[config.mk]
export PLATFORM = sky130hd
export DESIGN_NAME = maximal_munch_tokenizer_unit_flat
export DESIGN_NICKNAME = d
export VERILOG_FILES = /design/src/sv/mmt_pkg.sv /design/src/sv/mmt_char_if.sv /design/src/sv/mmt_token_if.sv /design/src/sv/mmt_front.sv /design/src/sv/mmt_queue.sv /design/src/sv/maximal_munch_tokenizer_unit.sv /design/src/flat_wrapper.sv
export SDC_FILE = /design/constraint.sdc
export NUM_CORES = 1
export LEC_CHECK = 0
export BUFFER_PORTS_ARGS = -buffer_cell sky130_fd_sc_hd__clkbuf_2
export CELL_PAD_IN_SITES_DETAIL_PLACEMENT = 2
export CELL_PAD_IN_SITES_GLOBAL_PLACEMENT = 2
export CORE_ASPECT_RATIO = 0.75
export CORE_MARGIN = 1.5
export CORE_UTILIZATION = 42
export CTS_CLUSTER_SIZE = 16
export DETAILED_ROUTE_END_ITERATION = 10
export GPL_TIMING_DRIVEN = 0
export PLACE_DENSITY_LB_ADDON = 0.3
export SLEW_MARGIN = 5
export SYNTH_ARGS = -nofsm -noshare
export SYNTH_HDL_FRONTEND = slang
export SYNTH_SLANG_ARGS = --single-unit
[constraint.sdc]
create_clock -name clk_i -period 4.5 [get_ports clk_i]
set_input_delay 0.45 -clock clk_i [delete_from_list [all_inputs] [get_ports clk_i]]
set_output_delay 0.45 -clock clk_i [all_outputs]
set_load 0.05 [all_outputs]
[src/sv/mmt_pkg.sv]
// package of the maximal munch tokenizer: widths, token kinds, character classes
package mmt_pkg;

  // widths
  localparam int unsigned OffsetBits   = 16;
  localparam int unsigned CharBits     = 8;
  localparam int unsigned KindBits     = 5;
  localparam int unsigned StartBits    = 16;
  localparam int unsigned LenBits      = 16;
  localparam int unsigned QueueDepth   = 4;
  localparam int unsigned QueuePtrBits = $clog2(QueueDepth);
  localparam int unsigned QueueCntBits = QueuePtrBits + 1;

  localparam logic [LenBits-1:0] LenMax = '1;

  // special characters
  localparam logic [CharBits-1:0] CharNul        = 8'h00;
  localparam logic [CharBits-1:0] CharUnderscore = 8'h5f;
  localparam logic [CharBits-1:0] CharBang       = 8'h21;
  localparam logic [CharBits-1:0] CharLess       = 8'h3c;
  localparam logic [CharBits-1:0] CharGreater    = 8'h3e;
  localparam logic [CharBits-1:0] CharEqual      = 8'h3d;

  // pending operator codes
  localparam logic [1:0] OpBang    = 2'd0;
  localparam logic [1:0] OpLess    = 2'd1;
  localparam logic [1:0] OpGreater = 2'd2;
  localparam logic [1:0] OpEqual   = 2'd3;

  // token kinds
  localparam logic [KindBits-1:0] KindEof       = 5'd0;
  localparam logic [KindBits-1:0] KindIdent     = 5'd1;
  localparam logic [KindBits-1:0] KindNumber    = 5'd2;
  localparam logic [KindBits-1:0] KindBang      = 5'd3;
  localparam logic [KindBits-1:0] KindBangEq    = 5'd4;
  localparam logic [KindBits-1:0] KindComma     = 5'd11;
  localparam logic [KindBits-1:0] KindSemicolon = 5'd12;
  localparam logic [KindBits-1:0] KindRBrace    = 5'd13;
  localparam logic [KindBits-1:0] KindLBrace    = 5'd14;
  localparam logic [KindBits-1:0] KindLParen    = 5'd15;
  localparam logic [KindBits-1:0] KindRParen    = 5'd16;
  localparam logic [KindBits-1:0] KindRBracket  = 5'd17;
  localparam logic [KindBits-1:0] KindLBracket  = 5'd18;
  localparam logic [KindBits-1:0] KindPlus      = 5'd19;
  localparam logic [KindBits-1:0] KindSlash     = 5'd20;
  localparam logic [KindBits-1:0] KindAsterisk  = 5'd21;
  localparam logic [KindBits-1:0] KindMinus     = 5'd22;
  localparam logic [KindBits-1:0] KindUnknown   = 5'd23;

  // one result token
  typedef struct packed {
    logic [KindBits-1:0]  kind;
    logic [StartBits-1:0] start;
    logic [LenBits-1:0]   length;
    logic                 last;
  } tok_t;

  // tokens produced by one byte, first goes out first
  typedef struct packed {
    logic [1:0] cnt;
    tok_t       first;
    tok_t       second;
  } push_t;

  function automatic logic is_space(input logic [CharBits-1:0] c);
    return (c == 8'h20) || (c == 8'h09) || (c == 8'h0a) || (c == 8'h0d) ||
           (c == 8'h0b) || (c == 8'h0c);
  endfunction

  function automatic logic is_word(input logic [CharBits-1:0] c);
    return ((c >= 8'h61) && (c <= 8'h7a)) || ((c >= 8'h41) && (c <= 8'h5a)) ||
           (c == CharUnderscore);
  endfunction

  function automatic logic is_decimal(input logic [CharBits-1:0] c);
    return (c >= 8'h30) && (c <= 8'h39);
  endfunction

  function automatic logic is_oper(input logic [CharBits-1:0] c);
    return (c == CharBang) || (c == CharLess) || (c == CharGreater) || (c == CharEqual);
  endfunction

  function automatic logic [1:0] oper_code(input logic [CharBits-1:0] c);
    logic [1:0] code;
    priority if (c == CharBang)    code = OpBang;
    else if     (c == CharLess)    code = OpLess;
    else if     (c == CharGreater) code = OpGreater;
    else                           code = OpEqual;
    return code;
  endfunction

  // single character punctuators, anything else is unknown
  function automatic logic [KindBits-1:0] punct_kind(input logic [CharBits-1:0] c);
    logic [KindBits-1:0] k;
    unique case (c)
      8'h2c:   k = KindComma;
      8'h3b:   k = KindSemicolon;
      8'h7d:   k = KindRBrace;
      8'h7b:   k = KindLBrace;
      8'h28:   k = KindLParen;
      8'h29:   k = KindRParen;
      8'h5d:   k = KindRBracket;
      8'h5b:   k = KindLBracket;
      8'h2b:   k = KindPlus;
      8'h2f:   k = KindSlash;
      8'h2a:   k = KindAsterisk;
      8'h2d:   k = KindMinus;
      default: k = KindUnknown;
    endcase
    return k;
  endfunction

endpackage

[src/sv/mmt_char_if.sv]
// byte channel carrying source text
interface mmt_char_if;
  import mmt_pkg::*;

  logic                valid;
  logic                ready;
  logic [CharBits-1:0] char_code;

  modport source (output valid, output char_code, input ready);
  modport sink   (input valid, input char_code, output ready);
endinterface

[src/sv/mmt_token_if.sv]
// token channel carrying result tokens
interface mmt_token_if;
  import mmt_pkg::*;

  logic                 valid;
  logic                 ready;
  logic [KindBits-1:0]  token_kind;
  logic [StartBits-1:0] token_start;
  logic [LenBits-1:0]   token_length;
  logic                 last;

  modport source (output valid, output token_kind, output token_start,
                  output token_length, output last, input ready);
  modport sink   (input valid, input token_kind, input token_start,
                  input token_length, input last, output ready);
endinterface

[src/sv/mmt_front.sv]
// front end: accepts bytes, classifies them and runs the scan state
module mmt_front (
  input  logic            clk_i,
  input  logic            rst_ni,
  mmt_char_if.sink        in_i,
  input  logic            room_i,
  output mmt_pkg::push_t  push_o
);
  import mmt_pkg::*;

  localparam logic [1:0] ModeIdle   = 2'd0;
  localparam logic [1:0] ModeIdent  = 2'd1;
  localparam logic [1:0] ModeNumber = 2'd2;
  localparam logic [1:0] ModeOper   = 2'd3;

  logic [1:0]            mode_q, mode_d;
  logic [1:0]            op_q, op_d;
  logic [OffsetBits-1:0] begin_q, begin_d;
  logic [OffsetBits-1:0] offset_q, offset_d;
  logic [LenBits-1:0]    len_q, len_d;

  logic                  accept;
  logic [CharBits-1:0]   c;
  logic                  c_space, c_zero;
  logic [LenBits-1:0]    len_grown;

  logic                  f_emit, f_begin;
  logic [1:0]            f_mode, f_op;
  tok_t                  f_tok;
  logic                  p_emit, use_fresh, emit_fresh;
  tok_t                  p_tok;

  assign in_i.ready = room_i;
  assign accept     = in_i.valid && room_i;
  assign c          = in_i.char_code;
  assign c_space    = is_space(c);
  assign c_zero     = (c == CharNul);
  assign len_grown  = (len_q != LenMax) ? len_q + 1'b1 : len_q;

  // handling of a byte that starts from idle
  always_comb begin
    f_emit       = 1'b0;
    f_begin      = 1'b0;
    f_mode       = ModeIdle;
    f_op         = op_q;
    f_tok.kind   = KindEof;
    f_tok.start  = StartBits'(offset_q);
    f_tok.length = LenBits'(1);
    f_tok.last   = 1'b1;
    priority if (c_space) begin
    end else if (c_zero) begin
      f_emit = 1'b1;
    end else begin
      f_begin = 1'b1;
      priority if (is_word(c)) begin
        f_mode = ModeIdent;
      end else if (is_decimal(c)) begin
        f_mode = ModeNumber;
      end else if (is_oper(c)) begin
        f_mode = ModeOper;
        f_op   = oper_code(c);
      end else begin
        f_emit     = 1'b1;
        f_tok.kind = punct_kind(c);
      end
    end
  end

  // pending token and next scan state
  always_comb begin
    mode_d       = mode_q;
    op_d         = op_q;
    begin_d      = begin_q;
    len_d        = len_q;
    p_emit       = 1'b0;
    use_fresh    = 1'b0;
    p_tok.kind   = KindIdent;
    p_tok.start  = StartBits'(begin_q);
    p_tok.length = len_q;
    p_tok.last   = 1'b1;
    unique case (mode_q)
      ModeIdent, ModeNumber: begin
        if ((mode_q == ModeIdent) ? is_word(c) : is_decimal(c)) begin
          len_d = len_grown;
        end else begin
          p_emit     = 1'b1;
          p_tok.kind = (mode_q == ModeIdent) ? KindIdent : KindNumber;
          use_fresh  = 1'b1;
        end
      end
      ModeOper: begin
        if (c_space) begin
          len_d = len_grown;
        end else if (c == CharEqual) begin
          len_d        = len_grown;
          p_emit       = 1'b1;
          p_tok.kind   = KindBangEq + KindBits'({op_q, 1'b0});
          p_tok.length = len_grown;
          mode_d       = ModeIdle;
        end else begin
          p_emit       = 1'b1;
          p_tok.kind   = KindBang + KindBits'({op_q, 1'b0});
          p_tok.length = LenBits'(1);
          use_fresh    = 1'b1;
        end
      end
      default: begin
        use_fresh = 1'b1;
      end
    endcase
    if (use_fresh) begin
      mode_d = f_mode;
      op_d   = f_op;
      if (f_begin) begin
        begin_d = offset_q;
        len_d   = LenBits'(1);
      end
    end
    // end of text clears the run and restarts the offset
    if (c_zero) begin
      mode_d   = ModeIdle;
      len_d    = '0;
      offset_d = '0;
    end else begin
      offset_d = offset_q + 1'b1;
    end
  end

  // tokens handed to the queue
  assign emit_fresh = use_fresh && f_emit;
  always_comb begin
    push_o.cnt    = accept ? 2'(p_emit) + 2'(emit_fresh) : 2'd0;
    push_o.first  = p_emit ? p_tok : f_tok;
    push_o.second = f_tok;
    push_o.first.last = !(p_emit && emit_fresh);
  end

  // scan state registers
  always_ff @(posedge clk_i or negedge rst_ni) begin
    if (!rst_ni) begin
      mode_q   <= ModeIdle;
      op_q     <= OpBang;
      begin_q  <= '0;
      offset_q <= '0;
      len_q    <= '0;
    end else if (accept) begin
      mode_q   <= mode_d;
      op_q     <= op_d;
      begin_q  <= begin_d;
      offset_q <= offset_d;
      len_q    <= len_d;
    end
  end

  // a running token always has a nonzero length
  a_run_len: assert property (@(posedge clk_i) disable iff (!rst_ni)
    (mode_q != ModeIdle) |-> (len_q != '0))
    else $error("running token with zero length");

  // an accepted end of text restarts the offset
  a_eof_offset: assert property (@(posedge clk_i) disable iff (!rst_ni)
    (accept && c_zero) |=> (offset_q == '0))
    else $error("offset not cleared after end of text");

endmodule

[src/sv/mmt_queue.sv]
// back end: token queue between scanner and output channel
module mmt_queue (
  input  logic            clk_i,
  input  logic            rst_ni,
  input  mmt_pkg::push_t  push_i,
  output logic            room_o,
  mmt_token_if.source     out_o
);
  import mmt_pkg::*;

  tok_t                    mem_q [QueueDepth];
  logic [QueuePtrBits-1:0] wr_q, rd_q;
  logic [QueueCntBits-1:0] count_q, count_d;
  logic                    pop;
  tok_t                    head;

  // head entry drives the channel
  assign head               = mem_q[rd_q];
  assign out_o.valid        = (count_q != '0);
  assign out_o.token_kind   = head.kind;
  assign out_o.token_start  = head.start;
  assign out_o.token_length = head.length;
  assign out_o.last         = head.last;
  assign pop                = out_o.valid && out_o.ready;

  // room for the two tokens one byte may cause
  assign room_o  = (count_q <= QueueCntBits'(QueueDepth - 2));
  assign count_d = count_q + QueueCntBits'(push_i.cnt) - QueueCntBits'(pop);

  // storage
  always_ff @(posedge clk_i) begin
    if (push_i.cnt != 2'd0) begin
      mem_q[wr_q] <= push_i.first;
    end
    if (push_i.cnt == 2'd2) begin
      mem_q[wr_q + 1'b1] <= push_i.second;
    end
  end

  // pointers and fill count
  always_ff @(posedge clk_i or negedge rst_ni) begin
    if (!rst_ni) begin
      wr_q    <= '0;
      rd_q    <= '0;
      count_q <= '0;
    end else begin
      wr_q    <= wr_q + QueuePtrBits'(push_i.cnt);
      rd_q    <= rd_q + QueuePtrBits'(pop);
      count_q <= count_d;
    end
  end

  // never more tokens than entries
  a_bound: assert property (@(posedge clk_i) disable iff (!rst_ni)
    count_q <= QueueCntBits'(QueueDepth))
    else $error("token queue overflow");

  // a pair of tokens is pushed only into room for both
  a_pair_room: assert property (@(posedge clk_i) disable iff (!rst_ni)
    (push_i.cnt == 2'd2) |-> (room_o && !push_i.first.last))
    else $error("token pair pushed without room or with early last");

endmodule

[src/sv/maximal_munch_tokenizer_unit.sv]
// Maximal munch tokenizer: takes one source byte per cycle and emits
// identifier, number, operator and punctuator tokens with start offset and
// length. A byte is taken in every cycle in which the token queue has two free
// entries; each byte leaves zero, one or two tokens there, and the output side
// delivers one token per cycle, so text streams at one byte per cycle while
// the output keeps up. The scanner state and the four-entry token queue set
// this figure. A zero byte flushes any pending token, emits end of text and
// restarts the offset at zero.
module maximal_munch_tokenizer_unit (
  input  logic         clk_i,
  input  logic         rst_ni,
  mmt_char_if.sink     in_i,
  mmt_token_if.source  out_o
);
  import mmt_pkg::*;

  push_t push;
  logic  room;

  // scanner
  mmt_front u_front (
    .clk_i  (clk_i),
    .rst_ni (rst_ni),
    .in_i   (in_i),
    .room_i (room),
    .push_o (push)
  );

  // token queue and output channel
  mmt_queue u_queue (
    .clk_i  (clk_i),
    .rst_ni (rst_ni),
    .push_i (push),
    .room_o (room),
    .out_o  (out_o)
  );

endmodule
[src/flat_wrapper.sv]
// flat-port wrapper written by rule: the top's interface ports become plain ports
module maximal_munch_tokenizer_unit_flat import mmt_pkg::*;
  (clk_i, rst_ni, in_i_valid, in_i_char_code, in_i_ready, out_o_valid, out_o_token_kind, out_o_token_start, out_o_token_length, out_o_last, out_o_ready);
  mmt_char_if in_i_i ();
  mmt_token_if out_o_i ();
  input  logic clk_i;
  input  logic rst_ni;
  input wire logic [$bits(in_i_i.valid)-1:0] in_i_valid;
  input wire logic [$bits(in_i_i.char_code)-1:0] in_i_char_code;
  output wire logic [$bits(in_i_i.ready)-1:0] in_i_ready;
  output wire logic [$bits(out_o_i.valid)-1:0] out_o_valid;
  output wire logic [$bits(out_o_i.token_kind)-1:0] out_o_token_kind;
  output wire logic [$bits(out_o_i.token_start)-1:0] out_o_token_start;
  output wire logic [$bits(out_o_i.token_length)-1:0] out_o_token_length;
  output wire logic [$bits(out_o_i.last)-1:0] out_o_last;
  input wire logic [$bits(out_o_i.ready)-1:0] out_o_ready;
  assign in_i_i.valid = in_i_valid;
  assign in_i_i.char_code = in_i_char_code;
  assign in_i_ready = in_i_i.ready;
  assign out_o_valid = out_o_i.valid;
  assign out_o_token_kind = out_o_i.token_kind;
  assign out_o_token_start = out_o_i.token_start;
  assign out_o_token_length = out_o_i.token_length;
  assign out_o_last = out_o_i.last;
  assign out_o_i.ready = out_o_ready;
  maximal_munch_tokenizer_unit u_core (.clk_i(clk_i), .rst_ni(rst_ni), .in_i(in_i_i), .out_o(out_o_i));
endmodule
# ---- After elaboration in Yosys (flattened, before gate mapping)
# Memory sizes are Yosys's and may differ from the RTL's.
# Cells that the tools add are included.
dict set report classes {
  addsub 10
  magnitude_cmp 7
  n_eq_ne 29
  n_mux 55
  bitwise 4
  n_reduce_logical 27
}
# cell n
set op_table {}
lappend op_table {{16-bit 2-to-1 mux} 11}
lappend op_table {{8-bit by 6-bit == test with 1-bit output (second input constant)} 13}
lappend op_table {{5-bit one-hot mux with 12 select lines} 1}
lappend op_table {{8-bit by 4-bit == test with 1-bit output (second input constant)} 5}
lappend op_table {{8-bit by 7-bit == test with 1-bit output (second input constant)} 5}
lappend op_table {{38-bit 2-to-1 mux} 1}
lappend op_table {{16-bit by 1-bit adder with 16-bit output (second input constant)} 2}
lappend op_table {{16-bit one-hot mux with 2 select lines} 1}
lappend op_table {{2-bit 2-to-1 mux} 14}
lappend op_table {{5-bit 2-to-1 mux} 5}
lappend op_table {{1-bit 2-to-1 mux} 17}
lappend op_table {{8-bit by 7-bit greater-or-equal comparator with 1-bit output (second input constant)} 2}
lappend op_table {{8-bit by 7-bit less-or-equal comparator with 1-bit output (second input constant)} 2}
lappend op_table {{16-bit != test (second input constant)} 1}
lappend op_table {{1-bit logical OR} 10}
lappend op_table {{3-bit nonzero test} 3}
lappend op_table {{8-bit by 6-bit greater-or-equal comparator with 1-bit output (second input constant)} 1}
lappend op_table {{8-bit by 6-bit less-or-equal comparator with 1-bit output (second input constant)} 1}
lappend op_table {{8-bit logical NOT} 1}
lappend op_table {{4-bit 2-to-1 mux} 2}
lappend op_table {{4-bit one-hot mux with 2 select lines} 1}
lappend op_table {{1-bit logical AND} 7}
lappend op_table {{7-bit AND reduction} 1}
lappend op_table {{2-bit == test (second input constant)} 3}
lappend op_table {{other kinds (18)} 22}
dict set report word_totals {
  ff_bits 59
  ramBits 152
  inputBits 12
  out_inout_bits 40
  elab_cells 141
  n_memories 1
}
# name words word_bits rd rd_clocked_by_memory_dff write_ports line
set memory_table {}
lappend memory_table {u_core.u_queue.mem_q 4 38 1 0 2 mmt_queue.sv:11} ;# tok_t mem_q [QueueDepth];

# ---- Logic depth before layout (Yosys ltp)
dict set report logic_depth {
  ltp_word 15
  ltp_mapped 17
  ltp_nobuf 15
}

# ---- Hierarchy
# From an unflattened synthesis, not the netlist that was laid out.
dict set report hier_totals {
  hier_cells 913
  hier_area_um2 12029.0
}
# module instances cells_each area_each_um2 seq_area_each_um2
set modules_own_cells {}
lappend modules_own_cells {mmt_queue 1 409 7881.3 4739.5}
lappend modules_own_cells {mmt_front 1 504 4147.7 1301.2}

# ---- Worst setup path after synthesis
# Ideal clock, no wire load.
dict set report synth_path {
  path_type {input port to flip-flop}
  from {input in_i_char_code[0]}
  to {memory u_core.u_queue.mem_q[2][17] (netlist name), enable pin}
  setup_ns 0.377
  arrival_ns 3.919
  required_ns 4.123
  slack_ns 0.203
  stages 12
  path_buffers 2
  cell_sequence {or4_4 o211ai_2 o211ai_1 a21oi_1 clkbuf_1 nor3b_1 ha_1 nand3_1 or3_1 and2_1 clkbuf_1 inv_1}
}
# item line
set synth_lines {}
lappend synth_lines {{start: declaration} flat_wrapper.sv:9} ;# input wire logic [$bits(in_i_i.char_code)-1:0] in_i_char_code;
lappend synth_lines {{end: declaration} mmt_queue.sv:11}

==> flow_summary.yaml <==
pwr:
  vdd_drop_max_mv: 0.3116
  power.density_mw_per_mm2: 542.5
  leakagePower_nw: 4.587
drt:
  postRouteAntennaNets: 0
  finalWirelength_um: 38500
  dr.pass1.iters: 5
  num_vias: 8659
  drt-initial-drc-count: 817
  vias_per_cell: 6.433
  wl_per_cell_um: 28.60
  drc: 0
finish:
  multi_input_area_mm2: 0.004877
  drive_gt1_frac: 0.2493
  area_growth_syn_to_layout_pct: 15.37
  register_area_mm2: 0.005360
  final_core_util: 0.4926
  final_nets: 1016
  fillerInstances: 2518
  design_area_mm2: 0.01227
yosys:
  yosysWarnings: 0
  synth_compound_area_frac: 0.2138
  synth-simple-area-share: 0.1097
  synth_cells: 904
  synth_top_family_by_area: "compound AO/OA/AOI/OAI gates"
  syn-num-nets: 929
  ys.flop_type: "edfxtp_1"
  yosysSeqAreaShare: 0.5042
  synth-edff-count: 84
  synth.mux.area_fraction: 0.09945
  syn_avg_cell_area_um2: 11.76
  synthXorXnorAreaFrac: 0.01318
  synth.largest_area_cell: "edfxtp_1"
  netlist_area_mm2: 0.01063
  synth.distinct_cells: 81
  ys_ff_latch: 211
  synth_top_area_frac: 0.2373
  synth_area_leaders: "edfxtp_1 (24%), dfrtp_1 (14%), dfxtp_1 (13%)"
  synth_adder_area_share: 0.01601
  async_flop_share: 0.2796
timing:
  fin_crit_sh: 0.9676
  hold_viol: 0
  relSlewSlack: 0.1943
  finClkSkew_ns: 0.01433
  slew_violations: 0
  finalSetupViolCount: 0
  setup_tns_ns: 0
  min_period_ns: 4.354
  tightest_slew_ns: 1.201
  max_freq_ghz: 0.2297
clock_network:
  clk_pin_slew_worst_paths_ns: 0.07
  cts_tree: "yes"
  cts_buffer_depth: 3
  htreeDepth: 1
  root_buffer: "clkbuf_16"
  cts.sinks: 211
  cts_buffers: 22
  clk_latency_ns: 0.52
floorplan:
  die_h_um: 140.8
  rows: 50
  start_util: 0.4270
  die_w_um: 186.7
  ios: 52
  core_mm2: 0.02490
  die_area_mm2: 0.02629
place:
  hpwl_um: 26290
  globalplace.congestion: 0.8035
  postPlaceCellArea_mm2: 0.01133
  place.port_buffers: 50
worst_setup_path:
  required_ns: 4.86
  cp-start-kind: "flip-flop"
  cp-end-kind: "flip-flop"
  path_class: "reg -> reg"
  critPathMaxFanout: 10
  arrival_ns: 4.72
grt:
  grt_pass1_wl_um: 58390
  grt_pass1_vias: 9158
  globalRouteOverflowTotal: 0
  track_usage: 0.2938
  grt_antenna_before_repair: 0
  grt_max_degree: 51
flow_run:
  drv_cap: 0
min_path:
  holdCritPathClass: "in -> async"
status:
  status: "complete, no violations"
critical path, stage by stage, from the launching register on:
cell	delay [ns]
dfrtp_1	0.41
inv_1	0.10
ha_1	0.23
nand3b_1	0.18
o211ai_1	0.27
a21oi_4	0.34
buf_2	0.32
nor3b_1	0.27
ha_1	0.36
o21ai_2	0.16
or2_2	0.33
clkbuf_2	0.28
o21ai_4	0.34
buf_2	0.34
a22o_1	0.25
routing by layer:
metal | track usage | vias up | part of all wire
li1 | - | 3734 | -
met1 | 0.4066 | 4556 | 0.44
met2 | 0.4821 | 305 | 0.48
met3 | 0.04356 | 64 | 0.060
met4 | 0.08616 | 0 | 0.026
met5 | 0 | - | 0
power breakdown:
group          internal [mW]  leakage (nW)  total, mW  switching [mW]
Clock                   1.07         0.363       1.86           0.795
Sequential              2.20          2.12       2.34           0.139
Combinational          0.742          2.11       2.45            1.70
Total                   4.02          4.59       6.65            2.64
path summary, 6_finish.rpt:
kind / from / endpoint / slack, ns / depth (start not counted)
setup reg to reg: u_core.u_front.mode_q[1]$_DFFE_PN0P_ / u_core.u_queue.mem_q[1][28]$_DFFE_PP_ / 0.15 / 14
hold reg to reg: u_core.u_queue.mem_q[2][9]$_SDFFE_PP0N_ / u_core.u_queue.mem_q[2][9]$_SDFFE_PP0N_ / 0.47 / 1
max in group asynchronous: rst_ni / u_core.u_front.begin_q[14]$_DFFE_PN0P_ / 3.61 / 3
setup / recovery: u_core.u_front.mode_q[1]$_DFFE_PN0P_ / u_core.u_queue.mem_q[1][28]$_DFFE_PP_ / 0.15 / 14
min in group clk_i: out_o_ready / u_core.u_queue.rd_q[0]$_DFF_PN0_ / 0.46 / 3
hold / removal: rst_ni / u_core.u_front.len_q[11]$_DFFE_PN0P_ / 0.34 / 2
layout by cell type, fill, tap and decap left out, types with 14 or more instances in the layout:
cell type | synthesis | routed
a22o_1 | 103 | 103
buf_4 | 9 | 19
nor2_1 | 42 | 41
inv_1 | 24 | 20
o22ai_1 | 14 | 14
a21oi_1 | 24 | 22
dfxtp_1 | 68 | 68
nand3_1 | 24 | 23
clkbuf_16 | 0 | 23
buf_2 | 17 | 17
mux2_2 | 17 | 17
mux4_2 | 38 | 38
clkbuf_1 | 40 | 32
dfrtp_1 | 59 | 59
edfxtp_1 | 84 | 84
o2bb2ai_1 | 18 | 18
nor3_1 | 15 | 14
nand2_1 | 48 | 48
clkbuf_2 | 2 | 61
o21ai_0 | 42 | 41
repair_timing:
item | CTS | global route
gates cloned | 4 | 0
hold endpoints to repair | 9 | 0
gates resized for setup | 20 | 20
hold buffers | 1 | 0
setup endpoints to repair | 236 | 180
pin swaps | 1 | 0
buffers inserted | 9 | 1
cell usage after synthesis (5+ instances only):
cell type	number
a21o_1	5
a21oi_1	24
a22o_1	103
a22o_2	10
a2bb2oi_1	5
a31oi_1	12
and2_1	7
and3_1	5
buf_2	17
buf_4	9
clkbuf_1	40
dfrtp_1	59
dfxtp_1	68
edfxtp_1	84
ha_1	12
inv_1	24
mux2_2	17
mux4_2	38
nand2_1	48
nand2b_1	5
nand3_1	24
nand4_1	9
nor2_1	42
nor3_1	15
nor4_1	5
o21a_1	7
o21ai_0	42
o221ai_1	5
o22ai_1	14
o2bb2ai_1	18
o31ai_1	9
o41ai_1	5
or2_2	9
or3_1	10
xnor2_1	6
xor2_1	10
logic make-up (layout without fill, tap and decap cells):
group	Yosys count	in the layout
simple gates	216	216
mux	56	56
flops	211	211
compound gates	293	293
buf+inv	99	202
other cells	0	1
fa+ha+maj	13	13
xor+xnor	16	16
per-stage QoR:
step | worst slack [ns] | hold slack [ns] | std cells | power, mW
after floorplan | 0.2033 | 0.1544 | 904 | 3.996
after global placement | -1.537 | 0.4409 | 1292 | 4.605
after detailed placement | -1.692 | 0.3442 | 1293 | 4.717
after CTS | 0.008428 | 0.3281 | 1345 | 6.648
after global routing | -0.01604 | 0.3639 | 1345 | 6.900
final | 0.1457 | 0.3366 | 1346 | 6.654
area by class of cell:
class / instances / share of cell area
Inverter: 25 / 0.009283
Clock inverter: 7 / 0.005713
Buffer: 71 / 0.02999
Antenna cell: 1 / 0.0002040
Timing Repair Buffer: 62 / 0.02979
Tap cell: 338 / 0.03448
Sequential cell: 211 / 0.4370
Timing Repair inverter: 4 / 0.002448
Multi-Input combinational cell: 594 / 0.3976
Clock buffer: 33 / 0.05345
state kept, by name, indices dropped and copies added (netlist names):
name,cells
u_core.u_front.mode_q,2
u_core.u_queue.rd_q,2
u_core.u_front.begin_q,16
u_core.u_queue.mem_q,152
u_core.u_front.op_q,2
u_core.u_front.offset_q,16
u_core.u_front.len_q,16
u_core.u_queue.count_q,3
u_core.u_queue.wr_q,2
Power figures use the tool's default switching activity.
